<file path="src/sv/lpht_pkg.sv">
`timescale 1ns / 1ps
// ----------------------------------------------------------------------------
// lpht_pkg
// Shared constants, types and helpers of the linear probing hash table.
// ----------------------------------------------------------------------------
package lpht_pkg;

	localparam int SLOTS   = 16;
	localparam int SLOT_W  = $clog2(SLOTS);
	localparam int CNT_W   = $clog2(SLOTS + 1);
	localparam int ACT_W   = 2;
	localparam int KEY_W   = 31;
	localparam int NAME_W  = 64;
	localparam int MARKS_W = 16;
	localparam int STAT_W  = 2;

	typedef logic [SLOT_W-1:0] slot_t;
	typedef logic [CNT_W-1:0]  cnt_t;

	typedef enum logic [ACT_W-1:0] {
		ACT_INSERT  = 2'd0,
		ACT_REPLACE = 2'd1,
		ACT_SEARCH  = 2'd2,
		ACT_MODIFY  = 2'd3
	} action_t;

	typedef enum logic [STAT_W-1:0] {
		ST_OK   = 2'd0,
		ST_MISS = 2'd1,
		ST_FULL = 2'd2
	} status_t;

	typedef struct packed {
		logic [KEY_W-1:0]   key;
		logic [NAME_W-1:0]  name;
		logic [MARKS_W-1:0] marks;
	} entry_t;

	typedef enum logic [2:0] {
		S_IDLE,
		S_FREE_SCAN,
		S_KEY_SCAN,
		S_EVICT,
		S_RESP
	} state_t;

	typedef enum logic [2:0] {
		RES_PTR_OK,
		RES_HOME_OK,
		RES_FULL,
		RES_HIT_SEARCH,
		RES_HIT_MODIFY,
		RES_MISS
	} res_sel_t;

	// commands from controller to datapath
	typedef struct packed {
		logic     accept;
		logic     scan_step;
		logic     issue_read;
		logic     wr_new_ptr;
		logic     wr_res_ptr;
		logic     wr_new_home;
		logic     wr_mod_hit;
		logic     res_load;
		res_sel_t res_sel;
	} dp_cmd_t;

	// status from datapath to controller
	typedef struct packed {
		action_t act;
		logic    req_lookup;
		logic    ptr_free;
		logic    scan_last;
		logic    at_home;
		logic    resident_home;
		logic    hit;
		logic    miss;
	} dp_stat_t;

	function automatic slot_t home_of(input logic [KEY_W-1:0] key);
		return SLOT_W'(key % SLOTS);
	endfunction

	function automatic slot_t next_slot(input slot_t s);
		return (s == SLOT_W'(SLOTS - 1)) ? '0 : s + 1'b1;
	endfunction

endpackage

</file>
<file path="src/sv/lpht_if.sv">
`timescale 1ns / 1ps
// ----------------------------------------------------------------------------
// lpht_if
// Valid/ready channels for requests into and results out of the hash table.
// ----------------------------------------------------------------------------
interface lpht_req_if;
	logic                         valid;
	logic                         ready;
	logic [lpht_pkg::ACT_W-1:0]   action;
	logic [lpht_pkg::KEY_W-1:0]   key;
	logic [lpht_pkg::NAME_W-1:0]  name_code;
	logic [lpht_pkg::MARKS_W-1:0] marks;

	modport source (output valid, action, key, name_code, marks, input ready);
	modport sink (input valid, action, key, name_code, marks, output ready);
endinterface

interface lpht_rsp_if;
	logic                         valid;
	logic                         ready;
	logic [lpht_pkg::STAT_W-1:0]  status;
	logic [lpht_pkg::SLOT_W-1:0]  slot;
	logic [lpht_pkg::NAME_W-1:0]  found_name;
	logic [lpht_pkg::MARKS_W-1:0] found_marks;

	modport source (output valid, status, slot, found_name, found_marks, input ready);
	modport sink (input valid, status, slot, found_name, found_marks, output ready);
endinterface

</file>
<file path="src/sv/lpht_ctrl.sv">
`timescale 1ns / 1ps
// ----------------------------------------------------------------------------
// lpht_ctrl
// Sequencer of the hash table: walks probe scans and issues datapath commands.
// ----------------------------------------------------------------------------
module lpht_ctrl (
	input  logic               clk,
	input  logic               arst_n,
	input  logic               in_valid,
	output logic               in_ready,
	output logic               out_valid,
	input  logic               out_ready,
	input  lpht_pkg::dp_stat_t stat,
	output lpht_pkg::dp_cmd_t  cmd
);

	lpht_pkg::state_t state_q, state_d;

	// state register
	always_ff @(posedge clk or negedge arst_n) begin
		if (!arst_n) begin
			state_q <= lpht_pkg::S_IDLE;
		end else begin
			state_q <= state_d;
		end
	end

	// next state
	always_comb begin
		state_d = state_q;
		unique case (state_q)
			lpht_pkg::S_IDLE: begin
				// searches and modifies probe for a key, inserts and replaces for a free slot
				if (in_valid) begin
					if (stat.req_lookup) begin
						state_d = lpht_pkg::S_KEY_SCAN;
					end else begin
						state_d = lpht_pkg::S_FREE_SCAN;
					end
				end
			end
			lpht_pkg::S_FREE_SCAN: begin
				if (stat.ptr_free) begin
					if (stat.at_home || stat.act == lpht_pkg::ACT_INSERT ||
					    stat.resident_home) begin
						state_d = lpht_pkg::S_RESP;
					end else begin
						state_d = lpht_pkg::S_EVICT;
					end
				end else if (stat.scan_last) begin
					state_d = lpht_pkg::S_RESP;
				end
			end
			lpht_pkg::S_KEY_SCAN: begin
				if (stat.hit || stat.miss) begin
					state_d = lpht_pkg::S_RESP;
				end
			end
			lpht_pkg::S_EVICT: begin
				state_d = lpht_pkg::S_RESP;
			end
			lpht_pkg::S_RESP: begin
				if (out_ready) begin
					state_d = lpht_pkg::S_IDLE;
				end
			end
			default: begin
				state_d = lpht_pkg::S_IDLE;
			end
		endcase
	end

	// outputs
	always_comb begin
		cmd         = '0;
		cmd.res_sel = lpht_pkg::RES_MISS;
		in_ready    = 1'b0;
		out_valid   = 1'b0;
		unique case (state_q)
			lpht_pkg::S_IDLE: begin
				in_ready   = 1'b1;
				cmd.accept = in_valid;
			end
			lpht_pkg::S_FREE_SCAN: begin
				if (stat.ptr_free) begin
					if (stat.at_home || stat.act == lpht_pkg::ACT_INSERT ||
					    stat.resident_home) begin
						cmd.wr_new_ptr = 1'b1;
						cmd.res_load   = 1'b1;
						cmd.res_sel    = lpht_pkg::RES_PTR_OK;
					end else begin
						cmd.wr_res_ptr = 1'b1;
					end
				end else if (stat.scan_last) begin
					cmd.res_load = 1'b1;
					cmd.res_sel  = lpht_pkg::RES_FULL;
				end else begin
					cmd.scan_step = 1'b1;
				end
			end
			lpht_pkg::S_KEY_SCAN: begin
				cmd.issue_read = 1'b1;
				if (stat.hit) begin
					cmd.res_load = 1'b1;
					if (stat.act == lpht_pkg::ACT_SEARCH) begin
						cmd.res_sel = lpht_pkg::RES_HIT_SEARCH;
					end else begin
						cmd.wr_mod_hit = 1'b1;
						cmd.res_sel    = lpht_pkg::RES_HIT_MODIFY;
					end
				end else if (stat.miss) begin
					cmd.res_load = 1'b1;
					cmd.res_sel  = lpht_pkg::RES_MISS;
				end
			end
			lpht_pkg::S_EVICT: begin
				cmd.wr_new_home = 1'b1;
				cmd.res_load    = 1'b1;
				cmd.res_sel     = lpht_pkg::RES_HOME_OK;
			end
			lpht_pkg::S_RESP: begin
				out_valid = 1'b1;
			end
			default: begin
				in_ready = 1'b0;
			end
		endcase
	end

	// a pending result holds until taken
	a_resp_hold: assert property (@(posedge clk) disable iff (!arst_n)
		state_q == lpht_pkg::S_RESP && !out_ready |=> state_q == lpht_pkg::S_RESP)
		else $error("result dropped before transfer");

	// a result is loaded exactly when entering the response state
	a_res_on_entry: assert property (@(posedge clk) disable iff (!arst_n)
		state_q != lpht_pkg::S_RESP && state_d == lpht_pkg::S_RESP |-> cmd.res_load)
		else $error("response state entered without a result");

	// no request is taken while a result waits
	a_no_accept_in_resp: assert property (@(posedge clk) disable iff (!arst_n)
		out_valid |-> !in_ready)
		else $error("request taken while a result waits");

endmodule

</file>
<file path="src/sv/lpht_dp.sv">
`timescale 1ns / 1ps
// ----------------------------------------------------------------------------
// lpht_dp
// Datapath: record memory, occupancy flags, probe pointer and result registers.
// ----------------------------------------------------------------------------
module lpht_dp (
	input  logic                         clk,
	input  logic                         arst_n,
	input  lpht_pkg::dp_cmd_t            cmd,
	output lpht_pkg::dp_stat_t           stat,
	input  logic [lpht_pkg::ACT_W-1:0]   action,
	input  logic [lpht_pkg::KEY_W-1:0]   key,
	input  logic [lpht_pkg::NAME_W-1:0]  name_code,
	input  logic [lpht_pkg::MARKS_W-1:0] marks,
	output logic [lpht_pkg::STAT_W-1:0]  status,
	output logic [lpht_pkg::SLOT_W-1:0]  slot,
	output logic [lpht_pkg::NAME_W-1:0]  found_name,
	output logic [lpht_pkg::MARKS_W-1:0] found_marks
);

	// request registers
	lpht_pkg::action_t            act_q;
	logic [lpht_pkg::KEY_W-1:0]   key_q;
	logic [lpht_pkg::NAME_W-1:0]  name_q;
	logic [lpht_pkg::MARKS_W-1:0] marks_q;
	lpht_pkg::slot_t              home_q;

	// probe control
	lpht_pkg::slot_t              ptr_q;
	lpht_pkg::cnt_t               cnt_q;
	logic [lpht_pkg::SLOTS-1:0]   occupied_q;

	// record memory and its read stage
	lpht_pkg::entry_t             mem [lpht_pkg::SLOTS];
	lpht_pkg::entry_t             rd_data_s1;
	lpht_pkg::slot_t              addr_s1;
	logic                         valid_s1;
	logic                         last_s1;

	// result registers
	lpht_pkg::status_t            res_status_q;
	lpht_pkg::slot_t              res_slot_q;
	logic [lpht_pkg::NAME_W-1:0]  res_name_q;
	logic [lpht_pkg::MARKS_W-1:0] res_marks_q;

	lpht_pkg::slot_t              in_home;
	logic                         key_issue;
	logic                         rd_en;
	lpht_pkg::slot_t              rd_addr;
	logic                         wr_en;
	lpht_pkg::slot_t              wr_addr;
	lpht_pkg::entry_t             wr_data;
	lpht_pkg::entry_t             new_entry;
	logic                         hit;

	assign in_home   = lpht_pkg::home_of(key);
	assign key_issue = cmd.issue_read && (cnt_q < lpht_pkg::CNT_W'(lpht_pkg::SLOTS));
	assign new_entry = '{key: key_q, name: name_q, marks: marks_q};

	// read port: home slot on accept, then one key probe per cycle
	assign rd_en   = cmd.accept || key_issue;
	assign rd_addr = cmd.accept ? in_home : ptr_q;

	// write port
	always_comb begin
		wr_en   = 1'b1;
		wr_addr = ptr_q;
		wr_data = new_entry;
		if (cmd.wr_new_ptr) begin
			wr_addr = ptr_q;
		end else if (cmd.wr_res_ptr) begin
			wr_data = rd_data_s1;
		end else if (cmd.wr_new_home) begin
			wr_addr = home_q;
		end else if (cmd.wr_mod_hit) begin
			wr_addr = addr_s1;
		end else begin
			wr_en = 1'b0;
		end
	end

	// record memory
	always_ff @(posedge clk) begin
		if (wr_en) begin
			mem[wr_addr] <= wr_data;
		end
		if (rd_en) begin
			rd_data_s1 <= mem[rd_addr];
		end
	end

	// request capture
	always_ff @(posedge clk) begin
		if (cmd.accept) begin
			act_q   <= lpht_pkg::action_t'(action);
			key_q   <= key;
			name_q  <= name_code;
			marks_q <= marks;
			home_q  <= in_home;
		end
	end

	// probe pointer, counter, read stage tracking and occupancy
	always_ff @(posedge clk or negedge arst_n) begin
		if (!arst_n) begin
			ptr_q      <= '0;
			cnt_q      <= '0;
			addr_s1    <= '0;
			valid_s1   <= 1'b0;
			last_s1    <= 1'b0;
			occupied_q <= '0;
		end else begin
			valid_s1 <= 1'b0;
			if (cmd.accept) begin
				addr_s1  <= in_home;
				valid_s1 <= 1'b1;
				last_s1  <= 1'b0;
				if (action == lpht_pkg::ACT_SEARCH || action == lpht_pkg::ACT_MODIFY) begin
					// home is read now, the scan continues after it
					ptr_q <= lpht_pkg::next_slot(in_home);
					cnt_q <= lpht_pkg::CNT_W'(1);
				end else begin
					ptr_q <= in_home;
					cnt_q <= '0;
				end
			end else if (cmd.scan_step) begin
				ptr_q <= lpht_pkg::next_slot(ptr_q);
				cnt_q <= cnt_q + 1'b1;
			end else if (key_issue) begin
				addr_s1  <= ptr_q;
				valid_s1 <= 1'b1;
				last_s1  <= (cnt_q == lpht_pkg::CNT_W'(lpht_pkg::SLOTS - 1));
				ptr_q    <= lpht_pkg::next_slot(ptr_q);
				cnt_q    <= cnt_q + 1'b1;
			end
			if (wr_en) begin
				occupied_q[wr_addr] <= 1'b1;
			end
		end
	end

	// status toward the controller
	assign hit = valid_s1 && occupied_q[addr_s1] && (rd_data_s1.key == key_q);

	always_comb begin
		stat.act           = act_q;
		stat.req_lookup    = (action == lpht_pkg::ACT_SEARCH) ||
		                     (action == lpht_pkg::ACT_MODIFY);
		stat.ptr_free      = !occupied_q[ptr_q];
		stat.scan_last     = (cnt_q == lpht_pkg::CNT_W'(lpht_pkg::SLOTS - 1));
		stat.at_home       = (ptr_q == home_q);
		stat.resident_home = (lpht_pkg::home_of(rd_data_s1.key) == home_q);
		stat.hit           = hit;
		stat.miss          = valid_s1 && last_s1 && !hit;
	end

	// result registers
	always_ff @(posedge clk) begin
		if (cmd.res_load) begin
			res_status_q <= lpht_pkg::ST_OK;
			res_slot_q   <= '0;
			res_name_q   <= '0;
			res_marks_q  <= '0;
			case (cmd.res_sel)
				lpht_pkg::RES_PTR_OK: begin
					res_slot_q <= ptr_q;
				end
				lpht_pkg::RES_HOME_OK: begin
					res_slot_q <= home_q;
				end
				lpht_pkg::RES_FULL: begin
					res_status_q <= lpht_pkg::ST_FULL;
				end
				lpht_pkg::RES_HIT_SEARCH: begin
					res_slot_q  <= addr_s1;
					res_name_q  <= rd_data_s1.name;
					res_marks_q <= rd_data_s1.marks;
				end
				lpht_pkg::RES_HIT_MODIFY: begin
					res_slot_q <= addr_s1;
				end
				default: begin
					res_status_q <= lpht_pkg::ST_MISS;
				end
			endcase
		end
	end

	assign status      = res_status_q;
	assign slot        = res_slot_q;
	assign found_name  = res_name_q;
	assign found_marks = res_marks_q;

	// written slots become occupied
	a_wr_occupies: assert property (@(posedge clk) disable iff (!arst_n)
		wr_en |=> occupied_q[$past(wr_addr)])
		else $error("written slot not marked occupied");

	// nothing is ever deleted
	a_occ_monotonic: assert property (@(posedge clk) disable iff (!arst_n)
		1'b1 |=> (($past(occupied_q) & ~occupied_q) == '0))
		else $error("occupied flag cleared");

	// a successful result always names an occupied slot
	a_ok_slot_occupied: assert property (@(posedge clk) disable iff (!arst_n)
		cmd.res_load |=> (res_status_q != lpht_pkg::ST_OK) || occupied_q[res_slot_q])
		else $error("successful result names an empty slot");

endmodule

</file>
<file path="src/sv/linear_probe_hash_table_core.sv">
`timescale 1ns / 1ps
// ----------------------------------------------------------------------------
// linear_probe_hash_table_core
// Sixteen-slot linear probing hash table with insert, replace, search, modify.
// ----------------------------------------------------------------------------
//  channel | dir | handshake   | payload
//  req     | in  | valid/ready | action, key, name_code, marks
//  rsp     | out | valid/ready | status, slot, found_name, found_marks
//
//  One request at a time. Inserts and replaces walk the occupancy flags one
//  slot per cycle from home, plus an evict step when a resident is evicted.
//  Search and modify read one record per cycle through the single memory
//  read port. Each item is accepted in idle and answered from the result
//  state. Reset empties the table at once; the result waits in its register
//  until rsp is ready, and req is not taken meanwhile.
// ----------------------------------------------------------------------------
module linear_probe_hash_table_core (
	input  logic      clk,
	input  logic      arst_n,
	lpht_req_if.sink  req,
	lpht_rsp_if.source rsp
);

	lpht_pkg::dp_cmd_t  cmd;
	lpht_pkg::dp_stat_t stat;
	logic               in_ready;
	logic               out_valid;

	assign req.ready = in_ready;
	assign rsp.valid = out_valid;

	// sequencer
	lpht_ctrl u_ctrl (
		.clk       (clk),
		.arst_n    (arst_n),
		.in_valid  (req.valid),
		.in_ready  (in_ready),
		.out_valid (out_valid),
		.out_ready (rsp.ready),
		.stat      (stat),
		.cmd       (cmd)
	);

	// storage and probe datapath
	lpht_dp u_dp (
		.clk         (clk),
		.arst_n      (arst_n),
		.cmd         (cmd),
		.stat        (stat),
		.action      (req.action),
		.key         (req.key),
		.name_code   (req.name_code),
		.marks       (req.marks),
		.status      (rsp.status),
		.slot        (rsp.slot),
		.found_name  (rsp.found_name),
		.found_marks (rsp.found_marks)
	);

endmodule
</file>
<file path="src/flat_wrapper.sv">
// flat-port wrapper written by rule: the top's interface ports become plain ports
module linear_probe_hash_table_core_flat 
  (clk, arst_n, req_valid, req_action, req_key, req_name_code, req_marks, req_ready, rsp_valid, rsp_status, rsp_slot, rsp_found_name, rsp_found_marks, rsp_ready);
  lpht_req_if req_i ();
  lpht_rsp_if rsp_i ();
  input  logic clk;
  input  logic arst_n;
  input wire logic [$bits(req_i.valid)-1:0] req_valid;
  input wire logic [$bits(req_i.action)-1:0] req_action;
  input wire logic [$bits(req_i.key)-1:0] req_key;
  input wire logic [$bits(req_i.name_code)-1:0] req_name_code;
  input wire logic [$bits(req_i.marks)-1:0] req_marks;
  output wire logic [$bits(req_i.ready)-1:0] req_ready;
  output wire logic [$bits(rsp_i.valid)-1:0] rsp_valid;
  output wire logic [$bits(rsp_i.status)-1:0] rsp_status;
  output wire logic [$bits(rsp_i.slot)-1:0] rsp_slot;
  output wire logic [$bits(rsp_i.found_name)-1:0] rsp_found_name;
  output wire logic [$bits(rsp_i.found_marks)-1:0] rsp_found_marks;
  input wire logic [$bits(rsp_i.ready)-1:0] rsp_ready;
  assign req_i.valid = req_valid;
  assign req_i.action = req_action;
  assign req_i.key = req_key;
  assign req_i.name_code = req_name_code;
  assign req_i.marks = req_marks;
  assign req_ready = req_i.ready;
  assign rsp_valid = rsp_i.valid;
  assign rsp_status = rsp_i.status;
  assign rsp_slot = rsp_i.slot;
  assign rsp_found_name = rsp_i.found_name;
  assign rsp_found_marks = rsp_i.found_marks;
  assign rsp_i.ready = rsp_ready;
  linear_probe_hash_table_core u_core (.clk(clk), .arst_n(arst_n), .req(req_i), .rsp(rsp_i));
endmodule
</file>
<file path="config.mk">
export PLATFORM = sky130hd
export DESIGN_NAME = linear_probe_hash_table_core_flat
export DESIGN_NICKNAME = d
export VERILOG_FILES = /design/src/sv/lpht_pkg.sv /design/src/sv/lpht_if.sv /design/src/sv/lpht_ctrl.sv /design/src/sv/lpht_dp.sv /design/src/sv/linear_probe_hash_table_core.sv /design/src/flat_wrapper.sv
export SDC_FILE = /design/constraint.sdc
export NUM_CORES = 2
export LEC_CHECK = 0
export ABC_AREA = 0
export BUFFER_PORTS_ARGS = -buffer_cell sky130_fd_sc_hd__clkbuf_2
export CAP_MARGIN = 20
export CORE_MARGIN = 8
export CORE_UTILIZATION = 60
export DETAILED_ROUTE_END_ITERATION = 12
export PLACE_DENSITY = 0.77
export SLEW_MARGIN = 20
export SYNTH_ARGS = -nofsm -noshare
export SYNTH_HDL_FRONTEND = slang
export SYNTH_SLANG_ARGS = --single-unit
</file>
<file path="constraint.sdc">
create_clock -name clk -period 33.1 [get_ports clk]
set_clock_uncertainty 0.1 [all_clocks]
set_input_delay 3.31 -clock clk [delete_from_list [all_inputs] [get_ports clk]]
set_output_delay 3.31 -clock clk [all_outputs]
set_load 0.02 [all_outputs]
</file>
**After elaboration in Yosys (flattened, before gate mapping)**

Memories as Yosys holds them, arrays and structs flattened. A register that Yosys moved wholly into a read port is not among the register bits.
Cells that the tools add are included.

- Flip-flop bits (word level): 237
- Bits in writable memories: 1776
- Bits of input ports: 117
- Output and inout port bits: 88
- Logic and storage cells: 139
- Memories kept: 1

Memory list:

| name | words | bits a word | read ports | clocked after memory_dff | wr ports | line | RTL |
|---|---|---|---|---|---|---|---|
| u_core.u_dp.mem | 16 | 111 | 1 | 1 | 1 | lpht_dp.sv:34 | `lpht_pkg::entry_t mem [lpht_pkg::SLOTS];` |

- Add/subtract/negate cells: 3
- $lt $le $gt $ge: 5
- Equality and inequality tests: 22
- Muxes and demuxes: 70
- Bitwise gates (word level): 1
- Reduce and logical (&&, ||, !) cells: 21

Operators with widths:

| cell | number |
|---|---|
| 2-to-1 mux 111 bit | 2 |
| 2-to-1 mux 4 bit | 19 |
| equality test 31 bit | 1 |
| 2-to-1 mux 1 bit | 29 |
| case mux 4 bit (3 select lines) | 2 |
| 2-to-1 mux 3 bit | 7 |
| OR 16 bit | 1 |
| less-than comparator 4 x 5 -> 1 bit (second input constant) | 3 |
| 2-to-1 mux 5 bit | 3 |
| case mux 3 bit (5 select lines) | 1 |
| equality test 3 x 2 -> 1 bit (second input constant) | 4 |
| adder 4 x 1 -> 4 bit (second input constant) | 2 |
| binary-select mux 1 bit (select 4 bit) | 2 |
| equality test 4 bit | 2 |
| equality test 4 bit (second input constant) | 2 |
| != test 2 bit (second input constant) | 4 |
| equality test 2 bit (second input constant) | 3 |
| equality test 3 x 1 -> 1 bit (second input constant) | 2 |
| equality test 3 bit (second input constant) | 2 |
| logical AND 1 bit | 6 |
| zero test 3 bit | 2 |
| 2-to-1 mux 2 bit | 3 |
| adder 5 x 1 -> 5 bit (second input constant) | 1 |
| equality test 5 x 4 -> 1 bit (second input constant) | 1 |
| 14 further kinds | 18 |

**Longest topological paths before layout**

- Depth after elaboration: 15
- Mapped depth: 13
- Gate-level depth less buffers: 8

**Cells and area by module**

Synthesis repeated with hierarchy kept, for this count alone.

- Cells, all modules: 5621
- Area total of the unflattened synthesis: 84069.4 µm²

Modules (own cells, without submodules):

| module | times used | cells each | area an instance (µm²) | seq. area each (µm²) |
|---|---|---|---|---|
| lpht_dp | 1 | 5570 | 83695.3 | 63415.8 |
| lpht_ctrl | 1 | 51 | 374.1 | 75.1 |

**Worst setup path before layout**

Ideal clock, no wire load.

- Path kind: register to register
- Start: reg u_core.u_dp.ptr_q[0]
- End: mem u_core.u_dp.mem[0][0] (netlist name), enable pin
- Library setup time: 0.718 ns
- Arrival: 9.924 ns
- Required time: 32.282 ns
- Path slack: 22.358 ns
- Cell stages (with the launch flop): 10
- Path buffers: 2
- Period minus slack after synthesis: 10.742 ns
- Path through: dfrtp_1 > buf_6 > mux4_1 > mux4_2 > nand2b_4 > o21a_1 > o31ai_2 > or3b_1 > buf_6 > nor3_1

- Longest elaborated chain between the ends: 10
- Elaborated cells on any way between the ends: 17
- Those cells by class: eq/ne (1); mux (14); reduce/logical (2)

RTL lines:

| item | line | RTL |
|---|---|---|
| from (decl) | lpht_dp.sv:29 | `lpht_pkg::slot_t ptr_q;` |
| from (signal assigned) | lpht_dp.sv:120 | `ptr_q <= lpht_pkg::next_slot(in_home);` |
| from (signal assigned) | lpht_dp.sv:123 | `ptr_q <= in_home;` |
| from (signal assigned) | lpht_dp.sv:127 | `ptr_q <= lpht_pkg::next_slot(ptr_q);` |
| parallel branches: the longest is 10 deep, another holds binary-select mux 1 bit (select 4 bit) | n/a |  |
| to (decl) | lpht_dp.sv:34 |  |

Parallel ways; which one is timed is not known. The select of a mux whose other input is x is not followed.

**Worst setup path after layout**

- Start: in req_valid
- End: reg, netlist name u_core.u_dp.rd_data_s1[42]

- Longest elaborated chain between the ends: 2
- Elaborated cells on any way between the ends: 3
- Those cells by class: mux (2); reduce/logical (1)

RTL lines:

| item | line | RTL |
|---|---|---|
| from (decl) | flat_wrapper.sv:8 | `input wire logic [$bits(req_i.valid)-1:0] req_valid;` |
| 2-to-1 mux 1 bit (*) | lpht_ctrl.sv:79 | `unique case (state_q)` |
| 2-to-1 mux 4 bit or logical OR 1 bit (tied branches) | lpht_dp.sv:62, lpht_dp.sv:61 |  |

Every way passes the cells marked *; elsewhere a longest branch is shown, timed or not.
A chain may end at the register's enable or synchronous reset.

==> results.sh <==
export IMPL_crit_required_ps=33540
export IMPL_peakVddDrop_mv=0.09528
export IMPL_synthCells=4473
export IMPL_synth_cell_types=53
export IMPL_drt_iter0_markers=3516
export IMPL_slowest_stage="buf_4"
export IMPL_routed_wl_mm=178.4
export IMPL_synth_edf_count=2086
export IMPL_crit_arrival_ps=9050
export IMPL_power_mw=8.888
export IMPL_cts_tree="yes"
export IMPL_std_cell_rows=138
export IMPL_ys_seq_area_share_pct=74.86
export IMPL_p_per_area_nw_per_um2=93.97
export IMPL_r2r_start="u_core.u_ctrl.state_q[1]"
export IMPL_max_freq_mhz=116.1
export IMPL_final_net_count=4851
export IMPL_die_w_um=392.0
export IMPL_cp_start_kind="input pin"
export IMPL_synth_top_area_cell="edfxtp_1"
export IMPL_drive_gt1_share_pct=14.71
export IMPL_drt_first_pass_iters=5
export IMPL_dp_hpwl_mm=84.34
export IMPL_crit_buf_inv=6
export IMPL_syn_avg_cell_area_um2=18.96
export IMPL_cap_violations=0
export IMPL_wire_per_inst_um=26.28
export IMPL_fin_crit_sh_pct=26.02
export IMPL_crit_path_end_kind="flop"
export IMPL_postRouteAntennaNets=0
export IMPL_period_needed_ps=8613
export IMPL_swShare_pct=32.02
export IMPL_tightest_slew_ps=1156
export IMPL_cts_hold_buf=0
export IMPL_finalMaxSlewViolations=0
export IMPL_power_switching_mw=2.846
export IMPL_fin_util_pct=67.13
export IMPL_die_y_um=392.0
export IMPL_pwr_share_seq_pct=42.8
export IMPL_diodes=0
export IMPL_whs_ps=387.2
export IMPL_r2r_slack_ps=26140
export IMPL_crit_family="buffers and inverters"
export IMPL_grt_ovfl_total=0
export IMPL_dpl_cell_count=6410
export IMPL_clk_latency_ps=840
export IMPL_post_cts_buffers=0
export IMPL_antenna_found_initial=4
export IMPL_status="finished, final reports clean"
export IMPL_synthToLayoutAreaGrowth_pct=11.52
export IMPL_rsz0062_at_grt="false"
export IMPL_yosysTopAreaCellShare_pct=73.85
export IMPL_crit_top_cell="mux2i_1"
export IMPL_cts_inserted_buffers=208
export IMPL_synthFlopType="edfxtp_1"
export IMPL_holdPathEnd="u_core.u_dp.occupied_q[6]"
export IMPL_postSynth_asyncResetShare_pct=1.604
export IMPL_hp_class="flop to flop"
export IMPL_grt_pass1_wl_mm=262.6
export IMPL_coreArea_um2=140900
export IMPL_die_area_um2=153600
export IMPL_syn_nets=4594
export IMPL_clockBufferDepth=3
export IMPL_netlist_area_um2=84820
export IMPL_ys_seq_elements=2120
export IMPL_hold_depth=2
export IMPL_viasPerCell=6.040
export IMPL_globalplace_congestion=0.7860
export IMPL_crit_chain="clkbuf_2 > nand2_1 > inv_6 > mux2i_4 > buf_12 > buf_4 > buf_4 > buf_4 > mux2i_1 > mux2i_1 > mux2i_1 > mux2i_1"
export IMPL_setup_viol=0
export IMPL_p_clk_share_pct=25.3
export IMPL_cts_num_sinks=2120
export IMPL_setup_tns_final_ps=0
export IMPL_final_cells=6790
export IMPL_critPathKind="input pin to flop"
export IMPL_path_clk_slew_ps=60
export IMPL_slew_headroom_pct=22.93
export IMPL_cts_resized=0
export IMPL_drc=0
export IMPL_min_delay_start="u_core.u_dp.occupied_q[6]"
export IMPL_comb_power_share_pct=31.9
export IMPL_ys_warn_count=0
export IMPL_grt_max_degree=144
export IMPL_boundaryPins=205
export IMPL_rr_worst_depth=12
export IMPL_reg2reg_to="u_core.u_dp.rd_data_s1[42]"
export IMPL_vias=41010
export IMPL_crit_fanout=143
export IMPL_grt_usage_pct=22.83
export IMPL_portBuffers=204
export IMPL_p_leak_nw=35.83
export IMPL_root_buffer="clkbuf_16"
export IMPL_start_util_pct=60.20
export IMPL_hold_viol_final=0
export IMPL_htreeDepth=4
export IMPL_synth_area_leaders="edfxtp_1, mux2i_1, mux2_2"
export IMPL_grt_pass1_vias=41480
export IMPL_max_stage_delay_ps=940
export IMPL_p_int_mw=6.042
==> power groups by stage <==
stage               clock network (mW)  logic, mW  registers (mW)
floorplan                            0       2.10            3.87
global placement                     0       2.76            3.84
detailed placement                   0       2.83            3.85
CTS                               2.28       2.84            3.80
global route                      2.39       3.02            3.83
finish                            2.25       2.83            3.80
==> cells by family (layout without fill, tap and decap cells) <==
kind of cell	Yosys count	in the layout	share of synthesized area (%)
flip-flops	2120	2120	74.86
multiplexers	1793	1793	21.47
buffers and inverters	246	673	1.319
AND/OR/NAND/NOR	199	199	1.347
AO/OA/AOI/OAI	74	74	0.5665
XOR/XNOR	37	37	0.3821
adder cells (fa/ha/maj)	4	4	0.05901
==> layout make-up <==
| class | instances | area (µm²) |
|---|---|---|
| sequential | 2120 | 63490 |
| fill | 9103 | 46310 |
| multi-input combinational | 2107 | 20370 |
| clock buffer | 253 | 5426 |
| tap | 1890 | 2365 |
| timing repair buffer | 274 | 1747 |
| clock inverter | 127 | 1114 |
| inverter | 19 | 76.32 |
==> synthesized netlist by cell type, drive strengths merged, types with 2 or more instances <==
cell type and n:
nor4 5, mux2 112, a31oi 3, and2b 3, o21ai 18, mux4 9
or3b 3, a21o 3, nand2b 4, inv 18, and2 84, nor2 18
xnor2 36, edfxtp 2086, ha 4, a21oi 20, clkbuf 84, mux2i 1672
buf 143, a22oi 2, and3 7, nand4 23, nand2 22, dfrtp 34
a41o 4, nand3 9, o21a 3, o31ai 14, nor3 18
==> worst max path at each step <==
stage | start | end | slack [ps] | cells past startpoint
after floorplan | u_core.u_dp.ptr_q[0] | u_core.u_dp.mem[0][0] | 22360 | 9
after global placement | req_valid | u_core.u_dp.rd_data_s1[42] | 23910 | 12
after detailed placement | req_valid | u_core.u_dp.rd_data_s1[42] | 23700 | 12
after CTS | req_valid | u_core.u_dp.rd_data_s1[45] | 24590 | 12
after global routing | req_valid | u_core.u_dp.rd_data_s1[45] | 24200 | 12
final | req_valid | u_core.u_dp.rd_data_s1[42] | 24490 | 12
==> state kept, by name, summed over array words and instances, names as in the netlist <==
name	flops
u_core.u_dp.mem	1776
u_core.u_dp.last_s1	1
u_core.u_dp.addr_s1	4
u_core.u_dp.ptr_q	4
u_core.u_dp.marks_q	16
u_core.u_dp.occupied_q	16
u_core.u_ctrl.state_q	3
u_core.u_dp.act_q	2
u_core.u_dp.cnt_q	5
u_core.u_dp.found_marks	16
u_core.u_dp.slot	4
u_core.u_dp.found_name	64
u_core.u_dp.rd_data_s1	111
u_core.u_dp.status	2
u_core.u_dp.key_q	31
u_core.u_dp.valid_s1	1
u_core.u_dp.name_q	64
==> metrics by stage <==
step | setup slack (ps) | cell area [µm²]
after floorplan | 22360 | 84820
after global placement | 23910 | 88050
after detailed placement | 23700 | 88050
after CTS | 24590 | 94590
after global routing | 24200 | 94590
final | 24490 | 94590
==> placed cells by master, fill, tap and decap left out, types with 42 or more instances in the layout <==
master,netlist,final
edfxtp_1,2086,2086
mux2i_1,1672,1669
clkbuf_16,0,210
clkbuf_2,0,204
mux2_2,112,112
and2_1,84,84
buf_4,0,54
clkinv_2,0,48
clkinv_1,1,43
clkbuf_1,80,42
==> metal layers <==
metal	routed length [µm]	part of all wire [%]	track usage, %	vias to the layer above
met5	12	0.0067	0	-
met4	4293	2.4	6.380	2
met3	10950	6.1	3.380	291
met2	88440	50	38.89	1418
met1	74730	42	30.99	21140
li1	-	-	-	18160
==> worst min-delay path, stage by stage (launching register included) <==
cell	delay, ps
dfrtp_1	360
inv_1	40
o31ai_1	50
(Power assumes the default switching activity.)
